### src/sv/calr_pkg.sv
// Package for the contour arc-length resampler: widths, defaults, shared types.
// No dependencies.
package calr_pkg;
  localparam int COORD_BITS_DEF = 10;
  localparam int FRAC_BITS_DEF = 8;
  localparam int SPACING_BITS = 8;
  localparam logic [SPACING_BITS-1:0] SPACING_RESET = 8'd32;
  localparam logic [SPACING_BITS-1:0] SPACING_MIN = 8'd24;
  localparam int MAX_OUT = 64;
  localparam int CNT_BITS = 7;

  typedef struct packed {
    logic load;      // capture a request and start the segment math
    logic root_step; // one step of the square root
    logic div_start; // start a placement division
    logic div_step;  // one step of the placement divider
    logic emit;      // present a centre to the output register
    logic advance;   // move to the next position
    logic finish;    // commit carried length and previous vertex
  } calr_cmd_t;

  typedef struct packed {
    logic root_done;
    logic div_done;
    logic more;      // another centre fits on this segment
    logic is_start;
    logic out_free;
  } calr_stat_t;
endpackage

### src/sv/calr_if.sv
// Valid/ready stream interfaces for the resampler.
// Depends on calr_pkg.
interface calr_in_if #(parameter int COORD_BITS = calr_pkg::COORD_BITS_DEF);
  logic valid;
  logic ready;
  logic [COORD_BITS-1:0] point_x;
  logic [COORD_BITS-1:0] point_y;
  logic starts_contour;
  modport source (output valid, point_x, point_y, starts_contour, input ready);
  modport sink (input valid, point_x, point_y, starts_contour, output ready);
endinterface

interface calr_out_if #(parameter int COORD_BITS = calr_pkg::COORD_BITS_DEF);
  logic valid;
  logic ready;
  logic [COORD_BITS-1:0] center_x;
  logic [COORD_BITS-1:0] center_y;
  logic last_of_run;
  modport source (output valid, center_x, center_y, last_of_run, input ready);
  modport sink (input valid, center_x, center_y, last_of_run, output ready);
endinterface

### src/sv/contour_arc_length_resampler.sv
// Top level of the contour arc-length resampler.
// Depends on calr_pkg, calr_if, calr_ctrl, calr_dp.
//
// Usage: vertex requests enter on the in channel (point_x, point_y,
// starts_contour); window centres leave on the out channel (center_x,
// center_y, last_of_run). A vertex that starts a contour gives one centre,
// its own point, once the output register is free. Any other vertex runs a
// bit-serial square root and then a check; each centre then takes a
// bit-serial division, the two axes divided side by side, plus an emit
// step and a check. Only one vertex is in flight: in.ready is high while
// the controller is idle.
// The output register holds a centre until out.ready; while it waits the
// controller holds before the next emit, so a stalled receiver stalls the
// block and nothing is dropped.
// Reset (rst, synchronous) clears the previous vertex to (0,0), the carried
// length to zero and the spacing to 32. Write cfg_we/cfg_data only while idle.
module contour_arc_length_resampler #(
  parameter int COORD_BITS = calr_pkg::COORD_BITS_DEF,
  parameter int FRAC_BITS = calr_pkg::FRAC_BITS_DEF
) (
  input  logic clk,
  input  logic rst,
  calr_in_if.sink in,
  calr_out_if.source out,
  input  logic cfg_we,
  input  logic [calr_pkg::SPACING_BITS-1:0] cfg_data
);
  logic [calr_pkg::SPACING_BITS-1:0] spacing;
  calr_pkg::calr_cmd_t cmd;
  calr_pkg::calr_stat_t stat;
  logic in_fire;

  // hold the spacing register; values below the minimum are raised in the datapath
  always_ff @(posedge clk) begin
    if (rst) spacing <= calr_pkg::SPACING_RESET;
    else if (cfg_we) spacing <= cfg_data;
  end

  assign in_fire = in.valid && in.ready;

  calr_ctrl u_ctrl (
    .clk(clk), .rst(rst), .in_fire(in_fire), .in_ready(in.ready),
    .stat(stat), .cmd(cmd)
  );

  calr_dp #(.COORD_BITS(COORD_BITS), .FRAC_BITS(FRAC_BITS)) u_dp (
    .clk(clk), .rst(rst),
    .in_x(in.point_x), .in_y(in.point_y), .in_start(in.starts_contour),
    .spacing(spacing), .cmd(cmd), .stat(stat),
    .out_valid(out.valid), .out_ready(out.ready),
    .out_x(out.center_x), .out_y(out.center_y), .out_last(out.last_of_run)
  );
endmodule

### src/sv/calr_ctrl.sv
// Controller state machine of the resampler.
// Depends on calr_pkg.
module calr_ctrl (
  input  logic clk,
  input  logic rst,
  input  logic in_fire,
  output logic in_ready,
  input  calr_pkg::calr_stat_t stat,
  output calr_pkg::calr_cmd_t cmd
);
  localparam logic [2:0] S_IDLE = 3'd0;
  localparam logic [2:0] S_ROOT = 3'd1;
  localparam logic [2:0] S_CHECK = 3'd2;
  localparam logic [2:0] S_DIV = 3'd3;
  localparam logic [2:0] S_EMIT = 3'd4;
  localparam logic [2:0] S_START = 3'd5;

  logic [2:0] state, state_next;

  always_ff @(posedge clk) begin
    if (rst) state <= S_IDLE;
    else state <= state_next;
  end

  assign in_ready = (state == S_IDLE);

  always_comb begin
    state_next = state;
    cmd = '0;
    case (state)
      S_IDLE: begin
        if (in_fire) begin
          cmd.load = 1'b1;
          state_next = stat.is_start ? S_START : S_ROOT;
        end
      end
      S_START: begin
        if (stat.out_free) begin
          cmd.emit = 1'b1;
          cmd.finish = 1'b1;
          state_next = S_IDLE;
        end
      end
      S_ROOT: begin
        cmd.root_step = 1'b1;
        if (stat.root_done) state_next = S_CHECK;
      end
      S_CHECK: begin
        if (stat.more) begin
          cmd.div_start = 1'b1;
          state_next = S_DIV;
        end else begin
          cmd.finish = 1'b1;
          state_next = S_IDLE;
        end
      end
      S_DIV: begin
        cmd.div_step = 1'b1;
        if (stat.div_done) state_next = S_EMIT;
      end
      S_EMIT: begin
        if (stat.out_free) begin
          cmd.emit = 1'b1;
          cmd.advance = 1'b1;
          state_next = S_CHECK;
        end
      end
      default: state_next = S_IDLE;
    endcase
  end

  assert property (@(posedge clk) disable iff (rst) cmd.emit |-> stat.out_free)
    else $error("centre emitted into a full output register");
  assert property (@(posedge clk) disable iff (rst)
    (state == S_IDLE && in_fire) |=> !in_ready)
    else $error("request taken while idle left the controller idle");
  assert property (@(posedge clk) disable iff (rst) cmd.load |-> in_ready)
    else $error("load outside idle");
endmodule

### src/sv/calr_dp.sv
// Datapath of the resampler: square root, placement divider, output register.
// Depends on calr_pkg.
module calr_dp #(
  parameter int COORD_BITS = calr_pkg::COORD_BITS_DEF,
  parameter int FRAC_BITS = calr_pkg::FRAC_BITS_DEF
) (
  input  logic clk,
  input  logic rst,
  input  logic [COORD_BITS-1:0] in_x,
  input  logic [COORD_BITS-1:0] in_y,
  input  logic in_start,
  input  logic [calr_pkg::SPACING_BITS-1:0] spacing,
  input  calr_pkg::calr_cmd_t cmd,
  output calr_pkg::calr_stat_t stat,
  output logic out_valid,
  input  logic out_ready,
  output logic [COORD_BITS-1:0] out_x,
  output logic [COORD_BITS-1:0] out_y,
  output logic out_last
);
  localparam int CB = COORD_BITS;
  localparam int LB = CB + 1 + FRAC_BITS;       // segment length in fixed point
  localparam int SQB = 2 * LB;                  // radicand width
  localparam int RSTEPS = LB;
  localparam int RCB = $clog2(RSTEPS + 1);
  localparam int CLB = calr_pkg::SPACING_BITS + FRAC_BITS; // carried length
  localparam int PB = CLB + calr_pkg::CNT_BITS + 1;        // position
  localparam int NB = CB + LB + PB + 3;                     // numerator
  localparam int QB = CB;                                   // quotient never exceeds a coordinate
  localparam int DB = LB + 1;                               // 2*len
  localparam int DCB = $clog2(NB + 1);

  logic [CB-1:0] prev_x, prev_y, cur_x, cur_y;
  logic [CLB-1:0] carried;
  logic [CB:0] adx, ady;
  logic sgx, sgy;
  logic in_start_r;
  logic [SQB-1:0] rad, rem_r;
  logic [LB-1:0] root;
  logic [RCB-1:0] rcnt;
  logic [CLB-1:0] wfix;
  logic [calr_pkg::SPACING_BITS-1:0] wsel;
  logic [PB-1:0] pos;
  logic [PB:0] remaining;
  logic [calr_pkg::CNT_BITS-1:0] n;
  logic [2*CB+1:0] sqx, sqy;
  logic [2*CB+2:0] sumsq;

  // placement divider: one numerator per axis, shared step counter
  logic [NB-1:0] nx, ny;
  logic [QB-1:0] qx, qy;
  logic [NB-1:0] rx, ry;
  logic [DCB-1:0] dcnt;
  logic zero_len;
  logic next_more;

  assign wsel = (spacing < calr_pkg::SPACING_MIN) ? calr_pkg::SPACING_MIN : spacing;
  assign wfix = {wsel, {FRAC_BITS{1'b0}}};

  assign sqx = adx * adx;
  assign sqy = ady * ady;
  assign sumsq = {1'b0, sqx} + {1'b0, sqy};

  // restoring square root, one bit a step
  logic [SQB-1:0] trial;
  logic [SQB-1:0] rad_shift;
  always_comb begin
    rad_shift = {rem_r[SQB-3:0], rad[SQB-1 -: 2]};
    trial = {{(SQB-LB-2){1'b0}}, root, 2'b01};
  end

  function automatic logic [NB-1:0] numer(input logic [CB-1:0] b, input logic s,
      input logic [CB:0] a, input logic [PB-1:0] p, input logic [LB-1:0] l);
    logic [CB+LB-1:0] blp;
    logic [CB+PB:0] app;
    logic [NB-1:0] bl, ap, t;
    begin
      blp = b * l;
      app = a * p;
      bl = NB'(blp);
      ap = NB'(app);
      t = (bl << 1) + NB'(l);
      if (s) t = (t >= (ap << 1)) ? t - (ap << 1) : '0;
      else t = t + (ap << 1);
      numer = t;
    end
  endfunction

  logic [DB-1:0] den;
  assign den = {root, 1'b0};

  logic [NB-1:0] rxs, rys;
  assign rxs = {rx[NB-2:0], nx[NB-1]};
  assign rys = {ry[NB-2:0], ny[NB-1]};

  always_ff @(posedge clk) begin
    if (rst) begin
      prev_x <= '0;
      prev_y <= '0;
      carried <= '0;
      out_valid <= 1'b0;
    end else begin
      if (cmd.emit) out_valid <= 1'b1;
      else if (out_valid && out_ready) out_valid <= 1'b0;
      if (cmd.load) begin
        cur_x <= in_x;
        cur_y <= in_y;
        in_start_r <= in_start;
        sgx <= in_x < prev_x;
        sgy <= in_y < prev_y;
        adx <= (in_x < prev_x) ? {1'b0, prev_x - in_x} : {1'b0, in_x - prev_x};
        ady <= (in_y < prev_y) ? {1'b0, prev_y - in_y} : {1'b0, in_y - prev_y};
        rad <= '0;
        rem_r <= '0;
        root <= '0;
        rcnt <= '0;
        n <= '0;
        if (carried > wfix) carried <= wfix;
      end
      if (cmd.root_step) begin
        if (rcnt == '0) begin
          // radicand = (dx^2 + dy^2) << 2F
          rad <= SQB'(sumsq) << (2 * FRAC_BITS);
          rcnt <= RCB'(1);
          pos <= PB'(wfix - carried);
          remaining <= '0;
        end else begin
          rad <= rad << 2;
          if (rad_shift >= trial) begin
            rem_r <= rad_shift - trial;
            root <= {root[LB-2:0], 1'b1};
          end else begin
            rem_r <= rad_shift;
            root <= {root[LB-2:0], 1'b0};
          end
          rcnt <= rcnt + RCB'(1);
          if (rcnt == RCB'(RSTEPS))
            remaining <= (PB+1)'(carried) + (PB+1)'({root[LB-2:0], (rad_shift >= trial)});
        end
      end
      if (cmd.div_start) begin
        nx <= numer(prev_x, sgx, adx, pos, root);
        ny <= numer(prev_y, sgy, ady, pos, root);
        rx <= '0;
        ry <= '0;
        qx <= '0;
        qy <= '0;
      end
      if (cmd.div_step) begin
        // long division: shift out the bits above the quotient first
        nx <= nx << 1;
        ny <= ny << 1;
        if (rxs >= NB'(den)) begin
          rx <= rxs - NB'(den);
          qx <= {qx[QB-2:0], 1'b1};
        end else begin
          rx <= rxs;
          qx <= {qx[QB-2:0], 1'b0};
        end
        if (rys >= NB'(den)) begin
          ry <= rys - NB'(den);
          qy <= {qy[QB-2:0], 1'b1};
        end else begin
          ry <= rys;
          qy <= {qy[QB-2:0], 1'b0};
        end
      end
      if (cmd.emit) begin
        if (in_start_r) begin
          out_x <= cur_x;
          out_y <= cur_y;
          out_last <= 1'b1;
        end else begin
          out_x <= zero_len ? prev_x : qx;
          out_y <= zero_len ? prev_y : qy;
          out_last <= !next_more;
        end
      end
      if (cmd.advance) begin
        pos <= pos + PB'(wfix);
        remaining <= remaining - (PB+1)'(wfix);
        n <= n + calr_pkg::CNT_BITS'(1);
      end
      if (cmd.finish) begin
        prev_x <= cur_x;
        prev_y <= cur_y;
        if (in_start_r) carried <= '0;
        else if (remaining >= (PB+1)'(wfix)) carried <= '0;
        else carried <= CLB'(remaining);
      end
    end
  end

  // numerator is fully consumed once it has been shifted NB times; the
  // quotient is below 2^QB so the top NB-QB steps give zero bits
  always_ff @(posedge clk) begin
    if (cmd.div_start) dcnt <= '0;
    else if (cmd.div_step) dcnt <= dcnt + DCB'(1);
  end

  assign zero_len = (root == '0);
  assign next_more = (remaining - (PB+1)'(wfix) >= (PB+1)'(wfix)) &&
                     (n != calr_pkg::CNT_BITS'(calr_pkg::MAX_OUT - 1));

  assign stat.root_done = (rcnt == RCB'(RSTEPS));
  assign stat.div_done = (dcnt == DCB'(NB - 1));
  assign stat.more = (remaining >= (PB+1)'(wfix)) &&
                     (n != calr_pkg::CNT_BITS'(calr_pkg::MAX_OUT));
  assign stat.is_start = in_start;
  assign stat.out_free = !out_valid || out_ready;
endmodule

### src/flat_wrapper.sv
// flat-port wrapper written by rule: the top's interface ports become plain ports
module contour_arc_length_resampler_flat 
#(
  parameter int COORD_BITS = calr_pkg::COORD_BITS_DEF,
  parameter int FRAC_BITS = calr_pkg::FRAC_BITS_DEF
)
  (clk, rst, cfg_we, cfg_data, in_valid, in_point_x, in_point_y, in_starts_contour, in_ready, out_valid, out_center_x, out_center_y, out_last_of_run, out_ready);
  calr_in_if #(.COORD_BITS(COORD_BITS)) in_i ();
  calr_out_if #(.COORD_BITS(COORD_BITS)) out_i ();
  input  logic clk;
  input  logic rst;
  input  logic cfg_we;
  input  logic [calr_pkg::SPACING_BITS-1:0] cfg_data;
  input wire logic [$bits(in_i.valid)-1:0] in_valid;
  input wire logic [$bits(in_i.point_x)-1:0] in_point_x;
  input wire logic [$bits(in_i.point_y)-1:0] in_point_y;
  input wire logic [$bits(in_i.starts_contour)-1:0] in_starts_contour;
  output wire logic [$bits(in_i.ready)-1:0] in_ready;
  output wire logic [$bits(out_i.valid)-1:0] out_valid;
  output wire logic [$bits(out_i.center_x)-1:0] out_center_x;
  output wire logic [$bits(out_i.center_y)-1:0] out_center_y;
  output wire logic [$bits(out_i.last_of_run)-1:0] out_last_of_run;
  input wire logic [$bits(out_i.ready)-1:0] out_ready;
  assign in_i.valid = in_valid;
  assign in_i.point_x = in_point_x;
  assign in_i.point_y = in_point_y;
  assign in_i.starts_contour = in_starts_contour;
  assign in_ready = in_i.ready;
  assign out_valid = out_i.valid;
  assign out_center_x = out_i.center_x;
  assign out_center_y = out_i.center_y;
  assign out_last_of_run = out_i.last_of_run;
  assign out_i.ready = out_ready;
  contour_arc_length_resampler #(.COORD_BITS(COORD_BITS), .FRAC_BITS(FRAC_BITS)) u_core (.clk(clk), .rst(rst), .in(in_i), .out(out_i), .cfg_we(cfg_we), .cfg_data(cfg_data));
endmodule
### config.mk
export PLATFORM = sky130hd
export DESIGN_NAME = contour_arc_length_resampler_flat
export DESIGN_NICKNAME = d
export VERILOG_FILES = /design/src/sv/calr_pkg.sv /design/src/sv/calr_if.sv /design/src/sv/contour_arc_length_resampler.sv /design/src/sv/calr_ctrl.sv /design/src/sv/calr_dp.sv /design/src/flat_wrapper.sv
export SDC_FILE = /design/constraint.sdc
export NUM_CORES = 2
export LEC_CHECK = 0
export ABC_AREA = 1
export BUFFER_PORTS_ARGS = -buffer_cell sky130_fd_sc_hd__buf_2
export CAP_MARGIN = 20
export CORE_MARGIN = 8
export CORE_UTILIZATION = 25
export CTS_CLUSTER_DIAMETER = 40
export DETAILED_ROUTE_END_ITERATION = 10
export GPL_TIMING_DRIVEN = 1
export PLACE_DENSITY = 0.45
export REMOVE_ABC_BUFFERS = 1
export SYNTH_ARGS = -nofsm -noshare
export SYNTH_HDL_FRONTEND = slang
export SYNTH_HIERARCHICAL = 1
export SYNTH_SLANG_ARGS = --single-unit
### constraint.sdc
create_clock -name clk -period 14.99 [get_ports clk]
set_input_delay 0.7495 -clock clk [delete_from_list [all_inputs] [get_ports clk]]
set_output_delay 0.7495 -clock clk [all_outputs]
set_load 0.01 [all_outputs]
==> metrics <==
clk_skew=52.8 ps; largest net degree at the start of global routing=70; top_reg_cell synth=edfxtp_1; Final Wtd Congestion=0.907; Core Area=303000 um2; post-route clock period utilization=66.8%; Setup crit start kind=flop; global-route wire length before repair=around 380000 um; Rel. slew slack=29.9%; share of layout cells above drive strength 1=about 4.0%; Fin. Hold Viols=0; synthesized area=76200 um2; die area=~320000 um2; post-DP HPWL=190000 um; CP Class=flop to flop; # setup viols final=0; most frequent cell on the critical path=inv_1; Routed Antenna Nets=0; Worst Path Arrival=10540 ps; via count=about 65000; Setup Buffers After CTS=0; min-delay worst type=primary input to flop; clk buf depth=3; Starting DRT DRC Count=4322; syn_area_per_cell=7.34 um2; fraction of registers with async set/reset=0%; Clock Tree Root=clkbuf_16; Post-Layout Inst Area=84000 um2; area share of the largest cell type after synthesis=between 20 and 25%; WL/cell=around 17 um; I/O pin total=57; CTS-repair resized insts=0; Netlist cell types=67; crit path max fanout=33; main combinational cell family by area after synthesis=adder cells; Synth Area in Simple Gates=roughly a fifth; GRT overflow=0; antenna violations before repair=7; post-layout util=between 20 and 30%; Clock Sink Count=roughly 500; nets=roughly 12000; status=complete, no violations; Seq/Total Area, Yosys=approximately a fifth; post-synthesis adder-cell area fraction=32.0%; DR DRC count=0; Gate Count Post-Synth=10400; clk slew on worst S/H paths=around 60 ps; CTS tree=yes; via/cell ratio=4.50; final WL=242000 um; Tot GR Track Use=between 10 and 15%; Die X=568 um; compound-cell area share of the yosys netlist=10.7%; Synth area leaders=fa_1 20%, edfxtp_1 18%, nand2_1 12%; EDFF count, synth=between 400 and 500; most frequent cell after synthesis=nand2_1; WP data required=approximately 16000 ps; register bit total from synthesis=roughly 500; mux cell area share after synthesis=0.0657%; DIE HEIGHT=568 um; row count=202; drt pass-1 iters=5; max_cap viols=0; synth warn=6; post-synth top area cell=fa_1; fillcell total=33400; I/O Buffers=56; RSZ-0062 raised after global routing=no; Worst-Skew Late Latency=710 ps; Crit. End Element=flop; CTS H-Tree Depth=3; Slew @ Worst Pin=1050 ps; initial core utilization=about a quarter; minimum clock period=10010 ps; TritonCTS Buffers=slightly above 90; xor and xnor area share after synthesis=4.40%; placed cell area=80800 um2; cts hold-fix bufs=0; Max Transition Viols Final=0; fmax=0.0999 GHz; vias in the first global route=65500; Worst path slowest cell=dfxtp_1; synth cell count leaders=2440 x nand2_1, 2244 x inv_1, 822 x nor2_1; final setup TNS=0 ps; slowest stage delay, CP=930 ps; area delta synth->final=10.3%
-- worst max-delay path, delay by kind of cell, from the launching register on --
family,cells,cell delay [ps]
AOI/OAI and AO/OA,6,1090
xor gates and xnor gates,2,440
adders and majority gates,8,3640
buffers and inverters,8,490
DFF,1,930
and+or+nand+nor,17,3180
-- final timing paths --
| check | slack (ps) | to | cells past startpoint | start |
|---|---|---|---|---|
| max | 4980 | u_core/u_dp/ny[40] | 41 | u_core/u_dp/prev_y[1] |
| min | 250 | u_core/u_dp/cur_y[5] | 1 | in_point_y[5] |
| max reg2reg | 4980 | u_core/u_dp/ny[40] | 41 | u_core/u_dp/prev_y[1] |
| min reg2reg | 480 | u_core/u_dp/dcnt[1] | 2 | u_core/u_dp/dcnt[1] |
-- per-layer routing --
| metal | wire length (um) | up-vias | GRT usage (%) | part of all wire, % |
|---|---|---|---|---|
| met3 | 8890 | 198 | 1.41 | 3.7 |
| li1 | - | 32100 | - | - |
| met1 | 117000 | 31100 | 20.8 | 48 |
| met4 | 4400 | 0 | 2.83 | 1.8 |
| met2 | 112000 | 1094 | 24.8 | 46 |
| met5 | 0 | - | 0 | 0 |
-- layout make-up --
cell class	count	area, um2	share of cell area, %
Multi-Input combinational cell	7252	51800	61.7
Sequential cell	498	14400	17.2
Inverter	2253	8460	10.1
Tap cell	3978	4980	5.93
Clock buffer	100	2380	2.84
Timing Repair Buffer	173	1160	1.38
Clock inverter	70	791	0.941
Antenna cell	1	2.50	0.00298
-- stage by stage --
stage          hold WS, ps  instances  setup WS (ps)
2_1_floorplan          449      10000            503
3_3_place_gp           478      14200           5180
3_5_place_dp           482      14200           5100
4_1_cts                186      14300           5070
5_1_grt                220      14300           4160
6_report               253      14300           4980
-- flip-flops by register name, indices dropped and copies added (netlist names), 10 cells and up --
signal                 flops
u_core/u_dp/prev_y        10
u_core/u_dp/cur_x         10
u_core/u_dp/rad           22
u_core/u_dp/prev_x        10
u_core/u_dp/root          19
u_core/u_dp/qy            10
u_core/u_dp/out_x         10
u_core/u_dp/cur_y         10
u_core/u_dp/adx           10
u_core/u_dp/rx            55
u_core/u_dp/ny            56
u_core/u_dp/ry            55
u_core/u_dp/pos           24
u_core/u_dp/out_y         10
u_core/u_dp/remaining     25
u_core/u_dp/ady           10
u_core/u_dp/nx            56
u_core/u_dp/rem_r         36
u_core/u_dp/qx            10
u_core/u_dp/carried       16
-- kinds of logic after synthesis --
family          Yosys count
xor+xnor                382
mux                       5
fa+ha+maj              1486
flops                   498
simple gates           3899
buf+inv                2623
compound gates         1480
-- placed cells by master, fill, tap and decap left out, drive strengths merged, types with 14 or more instances in the layout --
master	n
nor3	109
o21ai	510
a31oi	66
a21o	44
o21a	18
a21boi	21
a21oi	648
nor4	31
o22ai	30
buf	172
inv	2275
xor2	251
nor2	837
nand2	2460
o21bai	69
ha	719
edfxtp	444
fa	767
clkbuf	101
nand3	292
o211ai	24
nand4	121
clkinv	31
a221oi	14
xnor2	131
dfxtp	54
Power is left out: the tool's default activity adds up to more than one toggle a clock period on the data nets, which glitch-free logic cannot reach.
